<file path="src/rtl/base64_decoder_macros.svh">
// assertion helpers shared by the decoder modules
`ifndef BASE64_DECODER_MACROS_SVH
`define BASE64_DECODER_MACROS_SVH

// checked only while out of reset
`define B64D_ASSERT(label, prop, msg) \
    label: assert property (@(posedge i_clk) disable iff (!i_rst_n) prop) else $error(msg);

// checked at every edge, reset included
`define B64D_ASSERT_ALWAYS(label, prop, msg) \
    label: assert property (@(posedge i_clk) prop) else $error(msg);

`endif

</file>
<file path="src/rtl/b64d_pkg.sv">
package b64d_pkg;

    localparam logic [7:0] CHAR_UPPER_A = 8'h41;
    localparam logic [7:0] CHAR_UPPER_Z = 8'h5A;
    localparam logic [7:0] CHAR_LOWER_A = 8'h61;
    localparam logic [7:0] CHAR_LOWER_Z = 8'h7A;
    localparam logic [7:0] CHAR_DIGIT_0 = 8'h30;
    localparam logic [7:0] CHAR_DIGIT_9 = 8'h39;
    localparam logic [7:0] CHAR_PLUS    = 8'h2B;
    localparam logic [7:0] CHAR_SLASH   = 8'h2F;
    localparam logic [7:0] CHAR_PAD     = 8'h3D;

    localparam logic [7:0] OFS_LOWER = 8'd26;
    localparam logic [7:0] OFS_DIGIT = 8'd52;
    localparam logic [5:0] VAL_PLUS  = 6'd62;
    localparam logic [5:0] VAL_SLASH = 6'd63;

    // one decoded group handed from the front to the back
    typedef struct packed {
        logic [23:0] data;
        logic [1:0]  nbytes;
        logic        eos;
        logic        bad;
    } t_job;

    // returns {valid, six-bit value}
    function automatic logic [6:0] sextet_of(input logic [7:0] c);
        logic [7:0] v;
        logic       ok;
        v  = '0;
        ok = 1'b1;
        if (c >= CHAR_UPPER_A && c <= CHAR_UPPER_Z) begin
            v = c - CHAR_UPPER_A;
        end else if (c >= CHAR_LOWER_A && c <= CHAR_LOWER_Z) begin
            v = c - CHAR_LOWER_A + OFS_LOWER;
        end else if (c >= CHAR_DIGIT_0 && c <= CHAR_DIGIT_9) begin
            v = c - CHAR_DIGIT_0 + OFS_DIGIT;
        end else if (c == CHAR_PLUS) begin
            v = {2'b00, VAL_PLUS};
        end else if (c == CHAR_SLASH) begin
            v = {2'b00, VAL_SLASH};
        end else if (c == CHAR_PAD) begin
            v = '0;
        end else begin
            ok = 1'b0;
        end
        return {ok, v[5:0]};
    endfunction

endpackage

</file>
<file path="src/rtl/b64d_front.sv">
module b64d_front (
    input  logic             i_clk,
    input  logic             i_rst_n,
    input  logic             i_accept,
    input  logic [7:0]       i_character,
    input  logic             i_is_last,
    output logic             o_push,
    output b64d_pkg::t_job   o_job
);
    import b64d_pkg::*;

    logic [17:0] r_group, n_group;
    logic [1:0]  r_count, n_count;
    logic        r_prev_pad, n_prev_pad;
    logic        r_err, n_err;

    logic [6:0]  w_sx;
    logic [23:0] w_acc;
    logic [23:0] w_full;
    logic        w_pad;
    logic        w_err;
    logic [1:0]  w_npad;
    logic [2:0]  w_k;
    logic [2:0]  w_net;
    logic [1:0]  w_nbytes;

    always_comb begin
        w_sx   = sextet_of(i_character);
        w_pad  = (i_character == CHAR_PAD);
        w_acc  = {r_group, w_sx[5:0]};
        w_k    = {1'b0, r_count} + 3'd1;
        w_err  = r_err | ~w_sx[6] | (i_is_last & (r_count == 2'd0));
        w_npad = {1'b0, w_pad} + {1'b0, r_prev_pad};
        w_net  = w_k - {1'b0, w_npad};

        case (r_count)
            2'd1:    w_full = {w_acc[11:0], 12'd0};
            2'd2:    w_full = {w_acc[17:0], 6'd0};
            default: w_full = w_acc;
        endcase

        case (w_net)
            3'd2:    w_nbytes = 2'd1;
            3'd3:    w_nbytes = 2'd2;
            3'd4:    w_nbytes = 2'd3;
            default: w_nbytes = 2'd0;
        endcase

        n_group    = r_group;
        n_count    = r_count;
        n_prev_pad = r_prev_pad;
        n_err      = r_err;
        o_push     = 1'b0;
        o_job      = '0;

        if (i_accept) begin
            if (!i_is_last) begin
                if (r_count == 2'd3) begin
                    o_push       = 1'b1;
                    o_job.data   = w_acc;
                    o_job.nbytes = 2'd3;
                    n_group      = '0;
                    n_count      = '0;
                end else begin
                    n_group = w_acc[17:0];
                    n_count = r_count + 2'd1;
                end
                n_prev_pad = w_pad;
                n_err      = w_err;
            end else begin
                o_push    = 1'b1;
                o_job.eos = 1'b1;
                if (w_err) begin
                    o_job.bad = 1'b1;
                end else begin
                    o_job.data   = w_full;
                    o_job.nbytes = w_nbytes;
                end
                n_group    = '0;
                n_count    = '0;
                n_prev_pad = 1'b0;
                n_err      = 1'b0;
            end
        end
    end

    always_ff @(posedge i_clk) begin
        if (!i_rst_n) begin
            r_group    <= '0;
            r_count    <= '0;
            r_prev_pad <= 1'b0;
            r_err      <= 1'b0;
        end else begin
            r_group    <= n_group;
            r_count    <= n_count;
            r_prev_pad <= n_prev_pad;
            r_err      <= n_err;
        end
    end

endmodule

</file>
<file path="src/rtl/b64d_fifo.sv">
`include "base64_decoder_macros.svh"

module b64d_fifo #(
    parameter int DEPTH = 4
) (
    input  logic             i_clk,
    input  logic             i_rst_n,
    input  logic             i_push,
    input  b64d_pkg::t_job   i_job,
    input  logic             i_pop,
    output b64d_pkg::t_job   o_head,
    output logic             o_empty,
    output logic             o_full
);
    import b64d_pkg::*;

    localparam int PW = (DEPTH > 1) ? $clog2(DEPTH) : 1;
    localparam int CW = $clog2(DEPTH + 1);

    t_job          r_mem [DEPTH];
    logic [PW-1:0] r_wr, n_wr;
    logic [PW-1:0] r_rd, n_rd;
    logic [CW-1:0] r_cnt, n_cnt;

    assign o_head  = r_mem[r_rd];
    assign o_empty = (r_cnt == '0);
    assign o_full  = (r_cnt == CW'(DEPTH));

    always_comb begin
        n_wr  = r_wr;
        n_rd  = r_rd;
        n_cnt = r_cnt;
        if (i_push) begin
            n_wr = (r_wr == PW'(DEPTH - 1)) ? '0 : r_wr + PW'(1);
        end
        if (i_pop) begin
            n_rd = (r_rd == PW'(DEPTH - 1)) ? '0 : r_rd + PW'(1);
        end
        case ({i_push, i_pop})
            2'b10:   n_cnt = r_cnt + CW'(1);
            2'b01:   n_cnt = r_cnt - CW'(1);
            default: n_cnt = r_cnt;
        endcase
    end

    always_ff @(posedge i_clk) begin
        if (!i_rst_n) begin
            r_wr  <= '0;
            r_rd  <= '0;
            r_cnt <= '0;
        end else begin
            r_wr  <= n_wr;
            r_rd  <= n_rd;
            r_cnt <= n_cnt;
        end
    end

    always_ff @(posedge i_clk) begin
        if (i_push) begin
            r_mem[r_wr] <= i_job;
        end
    end

    `B64D_ASSERT(a_push_has_room, i_push |-> !o_full, "push into full queue")
    `B64D_ASSERT(a_pop_has_data, i_pop |-> !o_empty, "pop from empty queue")

endmodule

</file>
<file path="src/rtl/b64d_back.sv">
`include "base64_decoder_macros.svh"

module b64d_back (
    input  logic             i_clk,
    input  logic             i_rst_n,
    input  b64d_pkg::t_job   i_head,
    input  logic             i_empty,
    output logic             o_pop,
    output logic             o_valid,
    input  logic             i_ready,
    output logic [7:0]       o_data_byte,
    output logic             o_byte_valid,
    output logic             o_end_of_string,
    output logic             o_bad_input
);
    import b64d_pkg::*;

    logic [1:0] r_idx, n_idx;
    logic       r_valid, n_valid;
    logic [7:0] r_byte, n_byte;
    logic       r_bvalid, n_bvalid;
    logic       r_eos, n_eos;
    logic       r_bad, n_bad;

    logic       w_load;
    logic       w_last;
    logic [1:0] w_last_idx;

    always_comb begin
        w_load     = !i_empty && (!r_valid || i_ready);
        w_last_idx = (i_head.nbytes == 2'd0) ? 2'd0 : i_head.nbytes - 2'd1;
        w_last     = (r_idx == w_last_idx);

        n_idx    = r_idx;
        n_valid  = r_valid & ~i_ready;
        n_byte   = r_byte;
        n_bvalid = r_bvalid;
        n_eos    = r_eos;
        n_bad    = r_bad;
        o_pop    = 1'b0;

        if (w_load) begin
            n_valid  = 1'b1;
            n_bvalid = (i_head.nbytes != 2'd0);
            n_eos    = i_head.eos & w_last;
            n_bad    = i_head.bad & w_last;
            if (i_head.nbytes == 2'd0) begin
                n_byte = '0;
            end else begin
                case (r_idx)
                    2'd0:    n_byte = i_head.data[23:16];
                    2'd1:    n_byte = i_head.data[15:8];
                    default: n_byte = i_head.data[7:0];
                endcase
            end
            if (w_last) begin
                o_pop = 1'b1;
                n_idx = '0;
            end else begin
                n_idx = r_idx + 2'd1;
            end
        end
    end

    always_ff @(posedge i_clk) begin
        if (!i_rst_n) begin
            r_idx   <= '0;
            r_valid <= 1'b0;
        end else begin
            r_idx   <= n_idx;
            r_valid <= n_valid;
        end
    end

    always_ff @(posedge i_clk) begin
        r_byte   <= n_byte;
        r_bvalid <= n_bvalid;
        r_eos    <= n_eos;
        r_bad    <= n_bad;
    end

    assign o_valid         = r_valid;
    assign o_data_byte     = r_byte;
    assign o_byte_valid    = r_bvalid;
    assign o_end_of_string = r_eos;
    assign o_bad_input     = r_bad;

    `B64D_ASSERT(a_empty_word_zero, (o_valid && !o_byte_valid) |-> (o_data_byte == 8'd0),
        "word without byte carries nonzero data")
    `B64D_ASSERT(a_bad_is_final, (o_valid && o_bad_input) |-> (o_end_of_string && !o_byte_valid),
        "error flag outside final empty word")

endmodule

</file>
<file path="src/rtl/base64_decoder.sv">
// the last character of a group passes through the job queue and then the output register
// before its first result word appears on the output
// throughput: one character per cycle in, one word per cycle out while i_ready is high
// the front takes a character whenever the job queue has room; a group of four characters,
// or fewer at the end, forms one job of up to three words; the back drains one per cycle
// reset: synchronous active low, clears group state, queue pointers and output valid
module base64_decoder #(
    parameter int QUEUE_DEPTH = 4
) (
    input  logic       i_clk,
    input  logic       i_rst_n,
    input  logic       i_valid,
    output logic       o_ready,
    input  logic [7:0] i_character,
    input  logic       i_is_last,
    output logic       o_valid,
    input  logic       i_ready,
    output logic [7:0] o_data_byte,
    output logic       o_byte_valid,
    output logic       o_end_of_string,
    output logic       o_bad_input
);
    import b64d_pkg::*;

    logic w_push;
    logic w_pop;
    logic w_empty;
    logic w_full;
    t_job w_job;
    t_job w_head;

    assign o_ready = !w_full;

    b64d_front u_front (
        .i_clk       (i_clk),
        .i_rst_n     (i_rst_n),
        .i_accept    (i_valid & !w_full),
        .i_character (i_character),
        .i_is_last   (i_is_last),
        .o_push      (w_push),
        .o_job       (w_job)
    );

    b64d_fifo #(
        .DEPTH (QUEUE_DEPTH)
    ) u_fifo (
        .i_clk   (i_clk),
        .i_rst_n (i_rst_n),
        .i_push  (w_push),
        .i_job   (w_job),
        .i_pop   (w_pop),
        .o_head  (w_head),
        .o_empty (w_empty),
        .o_full  (w_full)
    );

    b64d_back u_back (
        .i_clk           (i_clk),
        .i_rst_n         (i_rst_n),
        .i_head          (w_head),
        .i_empty         (w_empty),
        .o_pop           (w_pop),
        .o_valid         (o_valid),
        .i_ready         (i_ready),
        .o_data_byte     (o_data_byte),
        .o_byte_valid    (o_byte_valid),
        .o_end_of_string (o_end_of_string),
        .o_bad_input     (o_bad_input)
    );

endmodule
</file>
<file path="config.mk">
export PLATFORM = sky130hd
export DESIGN_NAME = base64_decoder
export DESIGN_NICKNAME = d
export VERILOG_FILES = /design/src/rtl/b64d_pkg.sv /design/src/rtl/b64d_front.sv /design/src/rtl/b64d_fifo.sv /design/src/rtl/b64d_back.sv /design/src/rtl/base64_decoder.sv
export VERILOG_INCLUDE_DIRS = /design/src /design/src/rtl
export SDC_FILE = /design/constraint.sdc
export NUM_CORES = 1
export LEC_CHECK = 0
export BUFFER_PORTS_ARGS = -buffer_cell sky130_fd_sc_hd__buf_4
export CAP_MARGIN = 20
export CORE_ASPECT_RATIO = 0.6
export CORE_MARGIN = 5
export CORE_UTILIZATION = 45
export DETAILED_ROUTE_END_ITERATION = 8
export GPL_ROUTABILITY_DRIVEN = 0
export PLACE_DENSITY = 0.68
export SLEW_MARGIN = 5
export SYNTH_ARGS = -nofsm -noshare
export SYNTH_HDL_FRONTEND = slang
export SYNTH_SLANG_ARGS = --single-unit
</file>
<file path="constraint.sdc">
create_clock -name i_clk -period 7.5 [get_ports i_clk]
set_clock_uncertainty 0.2 [all_clocks]
set_input_delay 0.375 -clock i_clk [delete_from_list [all_inputs] [get_ports i_clk]]
set_output_delay 0.375 -clock i_clk [all_outputs]
set_load 0.01 [all_outputs]
</file>
==> impl_metrics.tcl <==
set metrics [dict create \
    post_cts.repair.setup_buffers 0 \
    clock_transition_at_the_register_clock_pins_on_the_worst_setup_and_hold_paths_after_cts_ns 0.06 \
    fp-row-count 36 \
    leakage_nw 2.848 \
    cap_violations 0 \
    power_per_cell_area_nw_per_um2 288.3 \
    drcViolationCount 0 \
    highest_clock_frequency_the_design_can_meet_mhz 294.0 \
    largest_net_degree_at_the_start_of_global_routing 36 \
    final_cell_count_no_fill 815 \
    antenna_violating_nets_post_route 0 \
    design.portCount 26 \
    first_iter_violations 607 \
    syn-cell-area_um2 7475 \
    antennaDiodeCount 0 \
    holdCritPathClass "in -> reg" \
    cts-htree-levels 4 \
    antenna_found_initial 0 \
    synth_top_cells_by_area "sky130_fd_sc_hd__edfxtp_1 (49%), sky130_fd_sc_hd__dfxtp_1 (9.1%), sky130_fd_sc_hd__mux4_2 (8.4%), sky130_fd_sc_hd__ha_1 (4.2%), sky130_fd_sc_hd__a22oi_1 (2.6%)" \
    clock_path_buffers 2 \
    layout.filler_cells 1331 \
    flip_flop_and_latch_area_um2 4375 \
    path_class "reg -> reg" \
    final.period_utilization 0.4535 \
    syn2layout_area_growth_pct 13.27 \
    synth_nets 592 \
    critical_path_startpoint_category "flop" \
    synthCells 553 \
    timing.slew.headroom 0.2878 \
    die_h_um 109.8 \
    post-synth-top-area-fraction 0.4941 \
    avgRoutedWirePerCell_um 19.99 \
    cts_hold_repair.buffers 0 \
    drv_slew 0 \
    cts_made_buffers 17 \
    initial_utilization 0.4597 \
    fin_worst_hold_slack_ns 0.06141 \
    slowest_delay_ns 0.50 \
    layout-drive-gt1-share 0.2061 \
    detailed_place_hpwl_um 10930 \
    grt_pass1_vias 4632 \
    endpoint_kind "flop" \
    synthArstFlopShare 0 \
    unrepaired_setup_endpoints_after_global_routing "no" \
    tightestPinTransition_ns 1.062 \
    dpl.cell_count 782 \
    synth.largest_area_cell "sky130_fd_sc_hd__edfxtp_1" \
    coreArea_um2 16260 \
    finish.net_count 613 \
    report.final.setup_viol 0 \
    worst_ep_required_time_ns 7.64 \
    grt_pass1_wl_um 26140 \
    timing_hold_violations_final 0 \
    clock_latency_ns 0.42 \
    multi_input_combinational_cell_area_um2 2854 \
    clock_sink_count 157 \
    ys_ff_latch 157 \
    tritoncts_clock_tree "built" \
    critical_path_peak_fanout 35 \
    yosys.cell_types.count 73 \
    outcome "complete, no violations" \
    seq_area_frac_synth 0.5852 \
    die_w_um 176.4 \
    synth_enable_flop_cells 123 \
    io_buffers 25 \
    timing.critical_path.slowest_stage_cell "sky130_fd_sc_hd__or3b_2" \
    drt_wl_total_um 16290 \
    globalRouteOverflowTotal 0 \
    synth.avg_cell_area_um2 13.52 \
    vdd_drop_max_v 0.0001258 \
    number_of_iterations_in_the_first_detailed_routing_pass 5 \
    floorplan.die_area_um2 19370 \
    yosysWarningCount 0 \
    cp_cell_sequence "or3b_2 -> nand2_1 -> buf_4 -> nor2_1 -> buf_4 -> inv_1 -> ha_1 -> inv_1 -> fa_1 -> xor2_1 -> or3_1 -> a21boi_0" \
    final.min_clock_period_ns 3.401 \
    via_per_inst 5.874 \
    post_cts_resize_count 0 \
    cts.root.buffer_cell "sky130_fd_sc_hd__clkbuf_16" \
    setup_tns_ns 0 \
    synth_ff_type "sky130_fd_sc_hd__edfxtp_1" \
    grtUsageTotal 0.1779 \
    timing.critical_path.arrival_ns 3.54 \
    vias 4787 \
]
[per-layer routing]
metal / global-route usage / share of wire
met5: 0 / 0
met3: 0.04914 / 0.078
met4: 0.03918 / 0.0074
met1: 0.2534 / 0.47
met2: 0.2754 / 0.45
[critical path: cells and delay by family (launching register included)]
kind	cells	cell delay [ns]
buffers and inverters	4	0.83
adder cells (fa/ha/maj)	2	0.60
AND/OR/NAND/NOR	4	0.97
XOR/XNOR	1	0.16
flip-flops	1	0.37
AO/OA/AOI/OAI	1	0.15
[cells by family (layout without fill, tap and decap cells)]
family / count (synthesis) / after routing / synth area share
AO/OA/AOI/OAI: 128 / 128 / 0.1321
XOR/XNOR: 8 / 8 / 0.009374
flip-flops: 157 / 157 / 0.5852
buffers and inverters: 55 / 89 / 0.03364
adder cells (fa/ha/maj): 26 / 26 / 0.04453
multiplexers: 29 / 29 / 0.08570
AND/OR/NAND/NOR: 150 / 150 / 0.1095
[synthesized netlist by cell type, drive strengths merged (2+ instances only)]
cell type,n
edfxtp,123
nand2,42
dfxtp,34
a21oi,29
mux4,28
nand3,27
a22oi,26
ha,25
inv,23
o21ai,21
nor2,20
nor2b,20
buf,17
clkbuf,14
and2,9
nor3,9
o2111ai,9
a31oi,7
and3,7
a21boi,5
xnor2,5
a221oi,4
nand4,4
o211a,4
o211ai,4
a21o,3
xor2,3
nand2b,2
nor3b,2
nor4b,2
o21bai,2
o22ai,2
[final cells by class]
type,count,share of cell area
multi-input combinational,341,0.3371
timing repair buffer,33,0.03074
clock inverter,15,0.02084
clock buffer,17,0.05024
sequential,157,0.5168
inverter,24,0.01064
tap,228,0.03369
[stage by stage]
step | power, W | utilization | instance area (um^2) | worst slack, ns
after detailed placement | 0.001586 | 0.4825 | 7845 | 3.657
after global routing | 0.002561 | 0.5207 | 8467 | 3.882
after floorplan | 0.001411 | - | 7475 | 4.548
after global placement | 0.001571 | 0.4825 | 7845 | 3.734
after CTS | 0.002457 | 0.5195 | 8447 | 3.650
final | 0.002441 | 0.5207 | 8467 | 4.099
[registers in the layout, indices dropped and copies added (netlist names), 2 cells and up, named ones only]
register	flops
u_fifo.r_mem	112
u_front.r_group	18
u_back.o_data_byte	8
u_fifo.r_cnt	3
u_back.r_idx	2
u_fifo.r_rd	2
u_fifo.r_wr	2
u_front.r_count	2
[worst paths after layout]
path                   start         endpoint  slack, ns  depth (start not counted)
max reg2reg  u_fifo.r_cnt[2]  u_fifo.r_cnt[2]       4.10                         12
max          u_fifo.r_cnt[2]  u_fifo.r_cnt[2]       4.10                         12
min                  i_ready   u_back.o_valid       0.06                          4
min reg2reg   u_fifo.r_rd[1]   u_fifo.r_rd[1]       0.30                          2
[report_power, final]
part	internal (W)	total [W]	switching [W]
clock network	0.000502	0.000869	0.000367
logic	0.000200	0.000506	0.000306
registers	0.00103	0.00107	0.0000345
total	0.00173	0.00244	0.000707
[cells in the final DEF (no fill, tap or decap), types with 23 or more instances in the layout]
master,instances
sky130_fd_sc_hd__edfxtp_1,123
sky130_fd_sc_hd__nand2_1,40
sky130_fd_sc_hd__dfxtp_1,33
sky130_fd_sc_hd__buf_4,32
sky130_fd_sc_hd__mux4_2,28
sky130_fd_sc_hd__a21oi_1,27
sky130_fd_sc_hd__nand3_1,26
sky130_fd_sc_hd__a22oi_1,26
sky130_fd_sc_hd__ha_1,25
sky130_fd_sc_hd__inv_1,23
Note: power is estimated with default switching activity, not from simulation.
